<file path="src/design/hbrp_pkg.sv">
// Shared types and constants for the heap break and region placer.
package hbrp_pkg;

   // Request kinds carried on req_type.
   localparam logic REQ_HEAP   = 1'b0;
   localparam logic REQ_REGION = 1'b1;

   // Configuration register indexes.
   localparam int unsigned CSR_INDEX_BITS = 2;
   localparam logic [CSR_INDEX_BITS-1:0] CSR_HEAP_BASE      = 2'd0;
   localparam logic [CSR_INDEX_BITS-1:0] CSR_HEAP_LIMIT_SET = 2'd1;
   localparam logic [CSR_INDEX_BITS-1:0] CSR_HEAP_LIMIT     = 2'd2;

   // Fixed field widths.
   localparam int unsigned WORD_BITS  = 32;
   localparam int unsigned COLOR_IN_BITS = 2;

   typedef enum logic [2:0] {
      S_IDLE,
      S_HEAP,
      S_PREP,
      S_SEARCH,
      S_FINISH
   } state_type;

   // Commands from the controller to the datapath.
   typedef struct packed {
      logic capture;     // latch the request fields
      logic heap_exec;   // evaluate a heap request and load the response
      logic region_fail; // load a failed response for a zero-size region
      logic prep;        // set up alignment mask, page-rounded size and start slot
      logic step;        // one aligned slot of the color search
      logic finish;      // load the placed address and advance the cursor
   } cmd_type;

   // Status from the datapath to the controller.
   typedef struct packed {
      logic size_zero;
      logic search_done;
   } status_type;

endpackage

</file>
<file path="src/design/hbrp_ctrl.sv">
// Controller state machine for the heap break and region placer.
module hbrp_ctrl
   import hbrp_pkg::*;
(
   input  logic       clock,
   input  logic       reset,
   input  logic       req_valid,
   input  logic       req_type,
   output logic       req_ready,
   output logic       rsp_valid,
   input  logic       rsp_ready,
   input  status_type status,
   output cmd_type    cmd
);

   state_type state_ff, state_in;
   logic      rsp_valid_ff, rsp_valid_in;
   logic      out_free;
   logic      load_out;

   assign out_free  = !rsp_valid_ff || rsp_ready;
   assign load_out  = cmd.heap_exec || cmd.region_fail || cmd.finish;
   assign rsp_valid = rsp_valid_ff;

   always_ff @(posedge clock) begin
      if (reset) begin
         state_ff     <= S_IDLE;
         rsp_valid_ff <= 1'b0;
      end else begin
         state_ff     <= state_in;
         rsp_valid_ff <= rsp_valid_in;
      end
   end

   always_comb begin
      state_in  = state_ff;
      cmd       = '0;
      req_ready = 1'b0;
      unique case (state_ff)
         S_IDLE: begin
            req_ready = 1'b1;
            if (req_valid) begin
               cmd.capture = 1'b1;
               state_in    = (req_type == REQ_REGION) ? S_PREP : S_HEAP;
            end
         end
         S_HEAP: begin
            if (out_free) begin
               cmd.heap_exec = 1'b1;
               state_in      = S_IDLE;
            end
         end
         S_PREP: begin
            if (status.size_zero) begin
               if (out_free) begin
                  cmd.region_fail = 1'b1;
                  state_in        = S_IDLE;
               end
            end else begin
               cmd.prep = 1'b1;
               state_in = S_SEARCH;
            end
         end
         S_SEARCH: begin
            cmd.step = 1'b1;
            if (status.search_done) begin
               state_in = S_FINISH;
            end
         end
         S_FINISH: begin
            if (out_free) begin
               cmd.finish = 1'b1;
               state_in   = S_IDLE;
            end
         end
         default: begin
            state_in = S_IDLE;
         end
      endcase
   end

   always_comb begin
      if (load_out) begin
         rsp_valid_in = 1'b1;
      end else if (rsp_ready) begin
         rsp_valid_in = 1'b0;
      end else begin
         rsp_valid_in = rsp_valid_ff;
      end
   end

   // A response is never loaded over one that is still waiting.
   a_load_when_free: assert property (@(posedge clock) disable iff (reset)
      load_out |-> (!rsp_valid_ff || rsp_ready))
      else $error("response loaded while the previous one was stalled");

   a_cmd_onehot: assert property (@(posedge clock) disable iff (reset)
      $onehot0(cmd))
      else $error("more than one datapath command at once");

   a_step_stays: assert property (@(posedge clock) disable iff (reset)
      cmd.step |=> (state_ff == S_SEARCH || state_ff == S_FINISH))
      else $error("color search left without finishing");

endmodule

</file>
<file path="src/design/hbrp_datapath.sv">
// Datapath of the heap break and region placer: registers, adders and color search.
module hbrp_datapath
   import hbrp_pkg::*;
#(
   parameter int unsigned ADDR_WIDTH = 32,
   parameter int unsigned PAGE_BITS  = 12,
   parameter int unsigned COLOR_BITS = 2,
   parameter logic [31:0] MAX_HEAP   = 32'd1073741824
) (
   input  logic                      clock,
   input  logic                      reset,
   input  logic                      csr_write,
   input  logic [CSR_INDEX_BITS-1:0] csr_index,
   input  logic [WORD_BITS-1:0]      csr_wdata,
   input  logic signed [WORD_BITS-1:0] req_heap_incr,
   input  logic [WORD_BITS-1:0]      req_region_size,
   input  logic [COLOR_IN_BITS-1:0]  req_page_color,
   input  logic                      req_resize_granted,
   input  cmd_type                   cmd,
   output status_type                status,
   output logic                      rsp_ok,
   output logic [WORD_BITS-1:0]      rsp_address
);

   localparam int unsigned TRY_BITS   = COLOR_BITS + 1;
   localparam int unsigned CMP_BITS   = (COLOR_BITS > COLOR_IN_BITS) ? COLOR_BITS : COLOR_IN_BITS;
   localparam int unsigned LARGE_BIT  = COLOR_BITS + PAGE_BITS - 1;
   localparam logic [TRY_BITS-1:0]   LAST_TRY   = TRY_BITS'((32'd1 << COLOR_BITS) - 32'd1);
   localparam logic [ADDR_WIDTH-1:0] PAGE_MASK  = ADDR_WIDTH'((32'd1 << PAGE_BITS) - 32'd1);
   localparam logic [ADDR_WIDTH-1:0] COLOR_MASK = ADDR_WIDTH'((32'd1 << COLOR_BITS) - 32'd1);
   localparam logic [32:0] SIZE_MAX = (ADDR_WIDTH >= 32) ? 33'h0_FFFF_FFFF :
                                      33'((64'd1 << ADDR_WIDTH) - 64'd1);

   // Configuration and architectural state.
   logic [WORD_BITS-1:0]  heap_base_ff, heap_limit_ff;
   logic                  heap_limit_set_ff;
   logic [WORD_BITS-1:0]  heap_used_ff, heap_used_in;
   logic [ADDR_WIDTH-1:0] cursor_ff, cursor_in;
   logic                  placed_ff, placed_in;
   logic                  dflt_ff, dflt_in;

   // Captured request.
   logic signed [WORD_BITS-1:0] incr_ff;
   logic [WORD_BITS-1:0]        size_ff;
   logic [COLOR_IN_BITS-1:0]    color_ff;
   logic                        granted_ff;

   // Region work registers.
   logic [ADDR_WIDTH-1:0] amask_ff, amask_in;
   logic [ADDR_WIDTH-1:0] psz_ff, psz_in;
   logic [ADDR_WIDTH-1:0] work_ff, work_in;
   logic                  large_ff, large_in;
   logic [TRY_BITS-1:0]   try_ff, try_in;

   // Response registers.
   logic                 rsp_ok_ff, rsp_ok_in;
   logic [WORD_BITS-1:0] rsp_addr_ff, rsp_addr_in;

   // Heap arithmetic.
   logic [33:0]           new_size;
   logic [WORD_BITS-1:0]  limit_value;
   logic                  limit_active;
   logic                  heap_fail;
   logic [ADDR_WIDTH-1:0] heap_addr;
   logic [ADDR_WIDTH+WORD_BITS-1:0] heap_addr_wide;

   // Region arithmetic.
   logic [WORD_BITS-1:0]  smear;
   logic [ADDR_WIDTH-1:0] start_slot;
   logic [ADDR_WIDTH-1:0] cand;
   logic [ADDR_WIDTH-1:0] cand_shift;
   logic [CMP_BITS-1:0]   cand_color;
   logic                  color_match;
   logic [ADDR_WIDTH+WORD_BITS-1:0] work_wide;

   // ---------------- heap request ----------------
   assign limit_value  = heap_limit_set_ff ? heap_limit_ff : MAX_HEAP;
   assign limit_active = heap_limit_set_ff || dflt_ff;
   assign new_size     = {2'b00, heap_used_ff} + {{2{incr_ff[WORD_BITS-1]}}, incr_ff};
   assign heap_fail    = new_size[33] || (new_size[32:0] > SIZE_MAX) ||
                         (limit_active && (new_size[32:0] > {1'b0, limit_value})) ||
                         !granted_ff;
   assign heap_addr      = ADDR_WIDTH'(heap_base_ff) + ADDR_WIDTH'(heap_used_ff);
   assign heap_addr_wide = {{WORD_BITS{1'b0}}, heap_addr};

   // ---------------- region request ----------------
   // Smearing size-1 rightward gives the power-of-two size minus one, at least one.
   always_comb begin
      smear = size_ff - 32'd1;
      smear = smear | (smear >> 1);
      smear = smear | (smear >> 2);
      smear = smear | (smear >> 4);
      smear = smear | (smear >> 8);
      smear = smear | (smear >> 16);
      smear = smear | 32'd1;
   end

   assign start_slot = placed_ff ? cursor_ff :
                       (ADDR_WIDTH'(heap_base_ff) + ADDR_WIDTH'(limit_value));

   // Later tries step one byte past the previous slot before aligning.
   assign cand        = (work_ff + amask_ff + ADDR_WIDTH'(try_ff != '0)) & ~amask_ff;
   assign cand_shift  = (cand >> PAGE_BITS) & COLOR_MASK;
   assign cand_color  = CMP_BITS'(cand_shift);
   assign color_match = (cand_color == CMP_BITS'(color_ff));

   assign status.size_zero   = (size_ff == '0);
   assign status.search_done = large_ff || color_match || (try_ff == LAST_TRY);

   assign work_wide = {{WORD_BITS{1'b0}}, work_ff};

   always_comb begin
      amask_in = amask_ff;
      psz_in   = psz_ff;
      large_in = large_ff;
      work_in  = work_ff;
      try_in   = try_ff;
      if (cmd.prep) begin
         amask_in = ADDR_WIDTH'(smear);
         large_in = smear[LARGE_BIT];
         psz_in   = (ADDR_WIDTH'(size_ff) + PAGE_MASK) & ~PAGE_MASK;
         work_in  = start_slot;
         try_in   = '0;
      end else if (cmd.step) begin
         work_in = cand;
         try_in  = try_ff + TRY_BITS'(1);
      end
   end

   // ---------------- state and response updates ----------------
   always_comb begin
      heap_used_in = heap_used_ff;
      cursor_in    = cursor_ff;
      placed_in    = placed_ff;
      dflt_in      = dflt_ff;
      rsp_ok_in    = rsp_ok_ff;
      rsp_addr_in  = rsp_addr_ff;
      if (cmd.heap_exec) begin
         rsp_ok_in   = !heap_fail;
         rsp_addr_in = heap_fail ? '0 : heap_addr_wide[WORD_BITS-1:0];
         if (!heap_fail) begin
            heap_used_in = new_size[WORD_BITS-1:0];
         end
      end else if (cmd.region_fail) begin
         rsp_ok_in   = 1'b0;
         rsp_addr_in = '0;
      end else if (cmd.finish) begin
         rsp_ok_in   = 1'b1;
         rsp_addr_in = work_wide[WORD_BITS-1:0];
         cursor_in   = work_ff + psz_ff;
         placed_in   = 1'b1;
         dflt_in     = dflt_ff || !heap_limit_set_ff;
      end
   end

   always_ff @(posedge clock) begin
      if (reset) begin
         heap_base_ff      <= '0;
         heap_limit_set_ff <= 1'b0;
         heap_limit_ff     <= '0;
         heap_used_ff      <= '0;
         cursor_ff         <= '0;
         placed_ff         <= 1'b0;
         dflt_ff           <= 1'b0;
      end else begin
         if (csr_write) begin
            unique case (csr_index)
               CSR_HEAP_BASE:      heap_base_ff      <= csr_wdata;
               CSR_HEAP_LIMIT_SET: heap_limit_set_ff <= csr_wdata[0];
               CSR_HEAP_LIMIT:     heap_limit_ff     <= csr_wdata;
               default: ;
            endcase
         end
         heap_used_ff <= heap_used_in;
         cursor_ff    <= cursor_in;
         placed_ff    <= placed_in;
         dflt_ff      <= dflt_in;
      end
   end

   always_ff @(posedge clock) begin
      if (cmd.capture) begin
         incr_ff    <= req_heap_incr;
         size_ff    <= req_region_size;
         color_ff   <= req_page_color;
         granted_ff <= req_resize_granted;
      end
      amask_ff    <= amask_in;
      psz_ff      <= psz_in;
      large_ff    <= large_in;
      work_ff     <= work_in;
      try_ff      <= try_in;
      rsp_ok_ff   <= rsp_ok_in;
      rsp_addr_ff <= rsp_addr_in;
   end

   assign rsp_ok      = rsp_ok_ff;
   assign rsp_address = rsp_addr_ff;

   a_used_in_range: assert property (@(posedge clock) disable iff (reset)
      {1'b0, heap_used_ff} <= SIZE_MAX)
      else $error("heap break beyond the size range");

   a_finish_places: assert property (@(posedge clock) disable iff (reset)
      cmd.finish |=> placed_ff)
      else $error("cursor not marked placed after a region");

   a_large_no_search: assert property (@(posedge clock) disable iff (reset)
      (cmd.step && large_ff) |-> status.search_done)
      else $error("color search ran for a large region");

endmodule

</file>
<file path="src/design/heap_break_and_region_placer_top.sv">
// Top level of the heap break and region placer.
//
// Requests arrive on req_* with valid/ready. req_type 0 moves the heap break by
// req_heap_incr and returns the old end of the heap; req_type 1 places a region
// of req_region_size bytes on the wanted page color and returns its start.
// Each request gives exactly one response on rsp_* (rsp_ok, rsp_address).
// Configuration registers are written through csr_* (index 0 heap base,
// 1 limit enable, 2 heap limit); csr_ready is always high, and writes belong
// in idle periods only.
// A heap request is worked in state S_HEAP. A region request passes through
// S_PREP, then 1 to 2^COLOR_BITS slot tries of the color search unit in
// S_SEARCH, one slot a cycle, then S_FINISH; a zero size fails in S_PREP.
// One request is in work at a time; the next is accepted the cycle after the
// previous response is loaded. The response register holds a result while
// the receiver stalls, so the next request may be taken and worked on
// meanwhile; its result waits until the register is free.
// Reset clears the configuration, the heap break and the region cursor.
module heap_break_and_region_placer_top
   import hbrp_pkg::*;
#(
   parameter int unsigned ADDR_WIDTH = 32,
   parameter int unsigned PAGE_BITS  = 12,
   parameter int unsigned COLOR_BITS = 2,
   parameter logic [31:0] MAX_HEAP   = 32'd1073741824
) (
   input  logic                        clock,
   input  logic                        reset,
   input  logic                        req_valid,
   output logic                        req_ready,
   input  logic                        req_type,
   input  logic signed [WORD_BITS-1:0] req_heap_incr,
   input  logic [WORD_BITS-1:0]        req_region_size,
   input  logic [COLOR_IN_BITS-1:0]    req_page_color,
   input  logic                        req_resize_granted,
   output logic                        rsp_valid,
   input  logic                        rsp_ready,
   output logic                        rsp_ok,
   output logic [WORD_BITS-1:0]        rsp_address,
   input  logic                        csr_valid,
   output logic                        csr_ready,
   input  logic [CSR_INDEX_BITS-1:0]   csr_index,
   input  logic [WORD_BITS-1:0]        csr_wdata
);

   cmd_type    cmd;
   status_type status;

   assign csr_ready = 1'b1;

   hbrp_ctrl u_ctrl (
      .clock     (clock),
      .reset     (reset),
      .req_valid (req_valid),
      .req_type  (req_type),
      .req_ready (req_ready),
      .rsp_valid (rsp_valid),
      .rsp_ready (rsp_ready),
      .status    (status),
      .cmd       (cmd)
   );

   hbrp_datapath #(
      .ADDR_WIDTH (ADDR_WIDTH),
      .PAGE_BITS  (PAGE_BITS),
      .COLOR_BITS (COLOR_BITS),
      .MAX_HEAP   (MAX_HEAP)
   ) u_datapath (
      .clock              (clock),
      .reset              (reset),
      .csr_write          (csr_valid && csr_ready),
      .csr_index          (csr_index),
      .csr_wdata          (csr_wdata),
      .req_heap_incr      (req_heap_incr),
      .req_region_size    (req_region_size),
      .req_page_color     (req_page_color),
      .req_resize_granted (req_resize_granted),
      .cmd                (cmd),
      .status             (status),
      .rsp_ok             (rsp_ok),
      .rsp_address        (rsp_address)
   );

endmodule
</file>
<file path="config.mk">
export PLATFORM = sky130hd
export DESIGN_NAME = heap_break_and_region_placer_top
export DESIGN_NICKNAME = d
export VERILOG_FILES = /design/src/design/hbrp_pkg.sv /design/src/design/hbrp_ctrl.sv /design/src/design/hbrp_datapath.sv /design/src/design/heap_break_and_region_placer_top.sv
export SDC_FILE = /design/constraint.sdc
export NUM_CORES = 1
export LEC_CHECK = 0
export ABC_AREA = 1
export BUFFER_PORTS_ARGS = -buffer_cell sky130_fd_sc_hd__buf_4
export CORE_ASPECT_RATIO = 0.8
export CORE_UTILIZATION = 45
export CTS_BUF_LIST = sky130_fd_sc_hd__clkbuf_8
export DETAILED_ROUTE_END_ITERATION = 7
export GPL_ROUTABILITY_DRIVEN = 0
export PLACE_DENSITY = 0.68
export SLEW_MARGIN = 30
export SYNTH_ARGS = -nofsm -noshare
export SYNTH_HDL_FRONTEND = slang
export SYNTH_SLANG_ARGS = --single-unit
</file>
<file path="constraint.sdc">
create_clock -name clock -period 4.85 [get_ports clock]
set_input_delay 0.485 -clock clock [delete_from_list [all_inputs] [get_ports clock]]
set_output_delay 0.485 -clock clock [all_outputs]
set_load 0.02 [all_outputs]
</file>
Word-level counts from Yosys, hierarchy flattened. Cells that the tools add are included.

Bits in registers: 322. Latch bits: 0. RAM bits: 0. ROM bits: 0. Input port bits: 107. Output and inout bits: 36. Logic and storage cells: 109. Memories kept: 0.

Add/sub/neg operators: 9. Multiply operators: 0. Divide/modulo/power cells: 0. Order comparisons: 2. Equality and inequality tests: 10. Shift-type cells: 0. Mux-type cells: 29. Bitwise operators: 10. Reductions and logical operators: 29.

Operators by type and width (number): $mux 32 (8); $add 32x32->32 (4); $add 33x32->34 (1); $gt 33x32->1 (1); $gt 33x32->1 const B (1); $add 32x1->32 (1); $add 32x12->32 const B (1); $and 32x32->32 (1); $logic_not 32->1 (1); $not 32->32 (1); $or 32x16->32 (1); $or 32x24->32 (1); $or 32x28->32 (1); $or 32x30->32 (1); $or 32x31->32 (1); $sub 32x1->32 const B (1); $mux 1 (14); $mux 3 (4); $pmux 3 s4 (1); $logic_or 1x1->1 (10); $reduce_and 2->1 (5); $eq 3x2->1 const B (3); $reduce_bool 3->1 (2); $logic_not 1->1 (4); other kinds (15) (20).

Depth between registers and ports, before layout. Gate-level depths: netlist (run 1).

Depth after elaboration: 8. Gate-level depth with buffers: 29. Mapped depth without buffers: 27.

Cells and area by module. Synthesis (run 1) repeated with hierarchy kept, for this count alone.

Cells, all modules: 2846. Area total of the unflattened synthesis: 22022.4 um2.

Modules (own cells, without submodules): hbrp_datapath (times used 1, cells an instance 2795, area an instance 21697.1 um2, seq. area each 8177.8 um2); hbrp_ctrl (times used 1, cells an instance 49, area an instance 314.1 um2, seq. area each 80.1 um2); heap_break_and_region_placer_top (times used 1, cells an instance 2, area an instance 11.3 um2, seq. area each 0.0 um2).

Least setup slack after synthesis (run 1). No wires, ideal clock.

Kind: register to register. Start: register u_ctrl.state_ff[0]. End: register u_datapath.color_ff[0], enable pin. Library setup time: 0.492 ns. Arrival time: 3.762 ns. Data required time: 4.358 ns. Setup slack: 0.596 ns. Cell stages (with the launch flop): 6. Path buffers: 0. Period minus slack after synthesis: 4.254 ns. Cell sequence: dfxtp_1 nor2_1 inv_1 nor2_1 inv_1 nor2_1.

RTL lines: start, declared (line hbrp_ctrl.sv:16) `state_type state_ff, state_in;`; start signal, assigned (line hbrp_ctrl.sv:30) `state_ff <= state_in;`; end signal, assigned (line hbrp_datapath.sv:185) `color_ff <= req_page_color;`; end, declared (line hbrp_datapath.sv:45) `logic [COLOR_IN_BITS-1:0] color_ff;`.

Final worst setup path (run 1).
Start: register u_datapath.incr_ff[0]. End: register u_datapath.rsp_addr_ff[6] (netlist: u_datapath.rsp_address[6]) (data pin).

Cells in the longest elaborated chain, start to end: 7. Elaborated cells on any way between the ends: 9. Those cells by class: 1 x add/sub; 2 x order compare; 2 x mux; 4 x reduce/logical.

RTL lines: start, declared (line hbrp_datapath.sv:43) `logic signed [WORD_BITS-1:0] incr_ff;`; start signal, assigned (line hbrp_datapath.sv:183) `incr_ff <= req_heap_incr;`; $add 33x32->34 * (line hbrp_datapath.sv:79) `assign new_size = {2'b00, heap_used_ff} + {{2{incr_ff[WORD_BITS-1]}}, incr_ff};`; named net u_datapath.new_size[30] (line hbrp_datapath.sv:60) `logic [33:0] new_size;`; $gt 33x32->1 (on tied branches) (line hbrp_datapath.sv:80, hbrp_datapath.sv:81); $logic_or 1x1->1 / $logic_and 1x1->1 (equally long branches) (line hbrp_datapath.sv:80, hbrp_datapath.sv:81); $logic_or 1x1->1 * (line hbrp_datapath.sv:80) `assign heap_fail = new_size[33] || (new_size[32:0] > SIZE_MAX) ||`; $logic_or 1x1->1 * (line hbrp_datapath.sv:81) `(limit_active && (new_size[32:0] > {1'b0, limit_value})) ||`; $mux 32 * (line hbrp_datapath.sv:140) `rsp_addr_in = heap_fail ? '0 : heap_addr_wide[WORD_BITS-1:0];`; $mux 32 * (line hbrp_datapath.sv:138) `if (cmd.heap_exec) begin`; named net u_datapath.rsp_addr_in[6] (line hbrp_datapath.sv:57) `logic [WORD_BITS-1:0] rsp_addr_ff, rsp_addr_in;`; end signal, assigned (line hbrp_datapath.sv:194) `rsp_addr_ff <= rsp_addr_in;`; end, declared (line hbrp_datapath.sv:57).

The timed path passes the listed nets; every way through them passes the cells marked *. A chain may end at the register's enable or synchronous reset.

==> results of run 1 <==
==> routing by layer <==
metal	vias up	GRT usage [%]	wire length [um]
li1	9984	-	-
met2	1031	41.3	28700
met4	0	9.09	1890
met1	9616	40.6	31100
met5	-	0	0
met3	132	6.27	7710
==> worst register-to-register path, stage by stage (launching register included) <==
cell	delay (ns)
edfxtp_1	0.39
ha_4	0.20
inv_1	0.06
fa_1	0.43
o21bai_2	0.18
nand2_1	0.07
nand2_1	0.16
nand2_1	0.11
nand2_2	0.16
a21oi_1	0.14
o21bai_1	0.25
a21oi_1	0.11
xor2_1	0.21
inv_1	0.08
ha_1	0.31
nand2_1	0.08
nor2_1	0.11
nand3_1	0.10
nor3_1	0.21
nand3_1	0.10
nor3_1	0.19
a21oi_1	0.07
nand2_2	0.10
nand2_1	0.08
buf_6	0.22
o21ai_0	0.22
==> how the worst max path moves through the flow <==
stage,cells after the start,end
after floorplan,5,u_datapath.color_ff[0]
after CTS,25,u_datapath.rsp_address[15]
after global placement,26,u_datapath.heap_used_ff[1]
final,25,u_datapath.rsp_address[6]
after detailed placement,26,u_datapath.heap_used_ff[4]
after global routing,25,u_datapath.rsp_address[10]
==> logic make-up (layout without fill, tap and decap cells) <==
logic type	count (synthesis)	in the layout	share of synthesized area, %
AOI/OAI and AO/OA	628	628	16.1
other	1	1	0.0173
xor gates and xnor gates	149	149	6.00
buffers and inverters	396	659	7.04
and+or+nand+nor	1131	1131	22.1
DFF	321	321	38.0
adders and majority gates	184	184	10.8
==> cell usage in the layout (no fill, tap or decap), types with 11 or more instances in the layout <==
cell type | netlist | routed
a21oi_1 | 246 | 245
dlygate4sd3_1 | 0 | 67
buf_4 | 5 | 164
nor4_1 | 20 | 20
o21bai_1 | 21 | 20
o21ai_0 | 243 | 241
a21boi_0 | 12 | 11
inv_1 | 314 | 334
nand3_1 | 135 | 135
nand4_1 | 31 | 31
nand2_1 | 492 | 490
edfxtp_1 | 183 | 183
ha_1 | 179 | 178
a31oi_1 | 13 | 13
clkbuf_8 | 0 | 64
o211ai_1 | 28 | 28
a21o_1 | 13 | 13
xor2_1 | 112 | 112
nor2_1 | 383 | 380
dfxtp_1 | 138 | 137
nor3_1 | 33 | 31
xnor2_1 | 37 | 37
==> report_power, final <==
group,internal (mW),switching [mW]
sequential,3.23,0.233
combinational,0.891,1.63
clock,1.20,1.20
==> what timing repair did <==
action	in CTS	in global routing
buffers inserted	0	2
hold buffers	67	0
endpoints found under the hold margin	67	0
endpoints found under the setup margin	0	65
resized for setup	0	10
==> per-stage QoR <==
stage          setup WS [ns]  area (um^2)  hold WS, ns  cells
3_3_place_gp           0.390        23500        0.439   3522
5_1_grt               0.0173        25300       0.0483   3693
3_5_place_dp           0.193        23500        0.447   3522
6_report               0.315        25300       0.0538   3693
4_1_cts                0.143        25200       0.0149   3690
2_1_floorplan          0.596        21700        0.429   2810
==> flip-flops by register name (all words and copies together), names as in the netlist, 2 cells and up <==
name	count
u_datapath.amask_ff	31
u_datapath.heap_base_ff	32
u_datapath.try_ff	3
u_datapath.heap_limit_ff	32
u_datapath.size_ff	32
u_datapath.cursor_ff	32
u_datapath.psz_ff	20
u_datapath.rsp_address	32
u_datapath.incr_ff	32
u_ctrl.state_ff	3
u_datapath.color_ff	2
u_datapath.work_ff	32
u_datapath.heap_used_ff	32
==> area by class of cell <==
type | instances | share of cell area, %
Inverter | 323 | 4.80
Timing Repair Buffer | 235 | 7.80
Multi-Input combinational cell | 2093 | 47.5
Sequential cell | 321 | 32.7
Clock inverter | 37 | 0.653
Tap cell | 620 | 3.07
Clock buffer | 64 | 3.48
==> key figures, run 1 <==
Outcome
  – Status: complete, but fails checks
  – Failing checks: design-rule violations

Timing
  – Max Transition Viols Final: 0
  – Final period utilization: between 90% and 100%
  – Slew @ Worst Pin: 0.868 ns
  – Fmax: ~220 MHz
  – Hold Violations, Final: 0
  – Clock Skew: just over 0.05 ns
  – Slew headroom: about 42%
  – Final min period: roughly 4.5 ns
  – Setup TNS: 0 ns
  – Unrepaired setup endpoints after global routing: no
  – # setup viols final: 0

Die
  – Core box area: around 0.047 mm^2
  – Starting Density: between 40% and 50%
  – Height of the die: 199 um
  – Die area: just under 0.05 mm^2
  – # IOs: about 140
  – Die width: approximately 250 um
  – Std-Cell Rows: just over 70

Synth
  – Synthesized flop and latch total: around 320
  – Number of warnings issued by yosys: 0
  – Area leader, netlist: edfxtp_1
  – Dominant synthesized flop cell: edfxtp_1
  – Post-synth top cells: 492 x nand2_1, 383 x nor2_1, 314 x inv_1, 246 x a21oi_1, 243 x o21ai_0
  – Synth Area per Inst: about 7.7 um^2
  – Synth top area share: about 25%
  – Most frequent cell after synthesis: nand2_1
  – Number of library cell types mapped by synthesis: 62
  – Post-synth EDFFs: 183
  – Cell Area, Synth: roughly 0.022 mm^2
  – Seq/Total Area, Yosys: between 30% and 40%
  – Post-Syn Nets: between 3,000 and 4,000
  – Mapped Cells: 2,810
  – Ys async rst share: 0%
  – Largest cells by area after synthesis: edfxtp_1 25%, dfxtp_1 13%, ha_1 10%

Setup path
  – Crit. Startpoint: u_datapath.incr_ff[0]
  – Kind of critical path: flop to flop
  – Peak fanout along the critical path: 31
  – Critical path's top delay family: simple AND/OR/NAND/NOR gates
  – CP most frequent cell: nand2_1
  – Flop2flop setup slack: 0.31 ns
  – Arrival time at the worst endpoint: around 5 ns
  – Crit-path slowest cell: fa_1
  – R2r worst-path depth: 25
  – Critical Path End Type: flop
  – Worst r2r src: u_datapath.incr_ff[0]
  – Buf+Inv Stages, Crit Path: 3
  – Required @ worst endpoint: 5.31 ns
  – Worst R2R End: u_datapath.rsp_address[6]
  – CP peak stage delay: 0.43 ns
  – CP Launch Type: flop

Min path
  – Hold crit path type: input port to flop
  – Hold endpoint: u_datapath.heap_base_ff[3]
  – Worst Hold Launch: csr_wdata[3]
  – WHS Path Cells: 3

Power
  – PwrDens: about 330 mW/mm^2
  – Power, Total: 8.39 mW
  – Peak supply drop: 0.000271 V
  – Leakage: approximately 12 nW

Clock tree
  – CTS tree: done
  – Cts bufs inserted: 54
  – # H-tree levels: 2
  – Clock Tree Root: clkbuf_8
  – CTS sink cnt: 321
  – Clock latency on the worst-skew pair: between 0.6 and 0.7 ns
  – CTS Buffer Depth: 3
  – Clock transition at path regs: 0.06 ns

Global routing
  – First-pass GRT wire length: 107,000 um
  – Vias in the first global route: roughly 19,000
  – Grt total ovfl: 0
  – Largest net degree at the start of global routing: 62
  – Overall global routing resource usage: ~28%
  – Initial antenna violation count: 1

Routing
  – Avg WL per Cell: 18.8 um
  – ANT nets after route: 0
  – Final WL: ~69,000 um
  – Drt pass-1 iters: 8
  – Vias post-DR: a little over 20,000
  – DRC: 5
  – Detail-routed via count per cell: approximately 5.6
  – Iter 0 DRT Violations: ~2,400

Cells and area
  – Multi-input gate area: between 0.01 and 0.015 mm^2
  – Final core occ: 53.4%
  – Share of layout cells above drive strength 1: 9.66%
  – Final #Nets: roughly 3,300
  – Filler instances: approximately 4,400
  – Seq. cell area: just over 0.008 mm^2
  – ANT cells: 0
  – Synth-to-layout area growth: 16.3%

Placed design
  – Placed wire-length estimate: approximately 54,000 um
  – Port Buffers: between 100 and 150

Job
  – MaxCap Viol Count: 0
(Power assumes the default switching activity.)
==> run 2: changes to the inputs <==
Settings changed: CORE_ASPECT_RATIO 0.8 to 0.7.
==> key figures, run 2 (synthesis results as in run 1) <==
Outcome
  – Status: finished, final reports clean

Routing
  – Vias post-DR: approximately 21,000
  – DRC: 0
  – Avg WL per Cell: 18.9 um
  – ANT nets after route: 0
  – Iter 0 DRT Violations: 2,398
  – Detail-routed via count per cell: around 5.7
  – Drt pass-1 iters: 7
  – Final WL: 69,600 um

Power
  – Comb pwr share: between 20% and 30%
  – Power share of the clock group: a little under a third
  – Leakage: between 10 and 15 nW
  – Peak supply drop: approximately 0.00022 V
  – Power, Total: a little under 9 mW
  – PwrDens: approximately 340 mW/mm^2
  – Reg power frac: roughly 40%
  – Internal power: around 5.6 mW
  – Switching share of power: a little over a third
  – NetSw: about 3.1 mW

Die
  – Std-Cell Rows: 66
  – Die width: approximately 260 um
  – # IOs: around 140
  – Die area: 0.0492 mm^2
  – Height of the die: about 190 um
  – Core box area: approximately 0.047 mm^2
  – Starting Density: 46.2%

Clock tree
  – Cts bufs inserted: 54
  – Clock Tree Root: clkbuf_8
  – Clock transition at path regs: ~0.060 ns
  – Clock latency on the worst-skew pair: 0.66 ns
  – CTS tree: done
  – CTS sink cnt: between 300 and 400
  – # H-tree levels: 2
  – Post-CTS setup buffers: 0
  – CTS Buffer Depth: 3

Cells and area
  – Share of layout cells above drive strength 1: about a tenth
  – Commonest non-fill, non-tap cells in the layout: 490 x nand2_1, 380 x nor2_1, 331 x inv_1
  – Synth-to-layout area growth: 16.8%
  – Multi-input gate area: approximately 0.012 mm^2
  – ANT cells: 0
  – Final #Nets: ~3,300
  – Seq. cell area: between 0.008 and 0.009 mm^2
  – Commonest non-fill, non-tap cell in the layout: nand2_1
  – Filler instances: 4,379

Placed design
  – Port Buffers: about 140
  – Placed wire-length estimate: 54,200 um

Setup path
  – CP Launch Type: flop
  – Worst R2R End: u_datapath.rsp_address[0]
  – Critical Path End Type: flop
  – Crit. Startpoint: u_datapath.heap_used_ff[0]
  – Peak fanout along the critical path: 17
  – R2r worst-path depth: 25
  – Arrival time at the worst endpoint: around 5 ns
  – Critical path capture point: u_datapath.rsp_address[0]
  – Kind of critical path: flop to flop
  – Required @ worst endpoint: between 5 and 6 ns
  – Flop2flop setup slack: 0.29 ns
  – Worst r2r src: u_datapath.heap_used_ff[0]

Global routing
  – Grt total ovfl: 0
  – Largest net degree at the start of global routing: approximately 60
  – First-pass GRT wire length: about 110,000 um
  – Initial antenna violation count: 1
  – Vias in the first global route: around 19,000
  – Overall global routing resource usage: 27.7%

Timing
  – Fmax: approximately 220 MHz
  – Slew @ Worst Pin: roughly 1.1 ns
  – # setup viols final: 0
  – Max Transition Viols Final: 0
  – Clock Skew: 0.0220 ns
  – Setup TNS: 0 ns
  – Final period utilization: a little over nine tenths
  – Slew headroom: approximately a quarter
  – Hold Violations, Final: 0
  – Unrepaired setup endpoints after global routing: no
  – Final min period: 4.56 ns

Min path
  – Hold crit path type: input port to flop

Job
  – MaxCap Viol Count: 0
## run 2: cell count changes in the layout (fill, tap and decap cells not counted), sizes merged
cell / delta
inv: -2
buf: -3
clkbuf: +3
clkinv: -4
bufinv: +4
## run 2: repair_timing
item	CTS	global route
hold buffers	67	0
endpoints found under the hold margin	67	0
endpoints found under the setup margin	0	65
gates resized for setup	0	13
## run 2: worst min path at each step
stage / end / startpoint / slack [ns] / cells after the start
after floorplan: u_datapath.cursor_ff[6] / u_datapath.cursor_ff[6] / 0.43 / 2
after global placement: u_datapath.cursor_ff[6] / u_datapath.cursor_ff[6] / 0.44 / 2
after detailed placement: u_datapath.cursor_ff[1] / u_datapath.cursor_ff[1] / 0.45 / 2
after CTS: u_datapath.heap_base_ff[3] / csr_wdata[3] / 0.04 / 3
after global routing: u_datapath.heap_base_ff[4] / csr_wdata[4] / 0.07 / 3
final: u_datapath.heap_limit_ff[2] / csr_wdata[2] / 0.07 / 3
## run 2: power groups by stage
stage / Combinational, mW / Clock [mW] / Sequential, mW
CTS: 2.45 / 2.73 / 3.46
detailed placement: 2.38 / 0 / 3.52
global placement: 2.33 / 0 / 3.51
floorplan: 1.64 / 0 / 3.47
global route: 2.78 / 2.85 / 3.49
finish: 2.53 / 2.69 / 3.47
## run 2: routing by layer
layer	vias up	share of wire [%]	GRT usage, %
met1	9613	45	40.5
met5	-	0	0.501
met3	132	13	9.41
met4	0	2.6	8.09
met2	1133	39	37.9
li1	9990	-	-
## run 2: final cells by class
class	instances	share of cell area (%)
well taps	612	3.02
clock inverters	35	1.02
multi-input cells	2093	47.3
flip-flops and latches	321	32.5
repair buffers	232	7.69
clock buffers	67	3.63
inverters	323	4.77
## run 2: through the flow
step                      worst slack [ns]  hold slack, ns  util (%)  cells  area, um^2
after floorplan                      0.596           0.429         -   2810       21700
after global placement               0.349           0.440      49.9   3513       23500
after detailed placement             0.150           0.452      49.9   3513       23500
after CTS                           0.0906          0.0434      53.8   3682       25300
after global routing               0.00379          0.0662      53.9   3683       25400
final                                0.290          0.0709      53.9   3683       25400
## run 2: critical path, cell delays in order (launching register included)
cell,delay [ns]
dfxtp_1,0.39
ha_4,0.20
inv_1,0.06
fa_1,0.43
o21bai_2,0.22
nand2_1,0.08
nand2_1,0.16
nand2_1,0.14
nand2_4,0.14
a21oi_1,0.14
o21bai_2,0.20
a21oi_1,0.10
xor2_1,0.23
inv_1,0.07
ha_1,0.30
nand2_1,0.08
nor2_1,0.11
nand3_1,0.12
nor3_1,0.22
nand3_1,0.09
nor3_1,0.17
a21oi_1,0.07
nand2_2,0.11
buf_4,0.22
nand3_1,0.15
o21ai_0,0.15
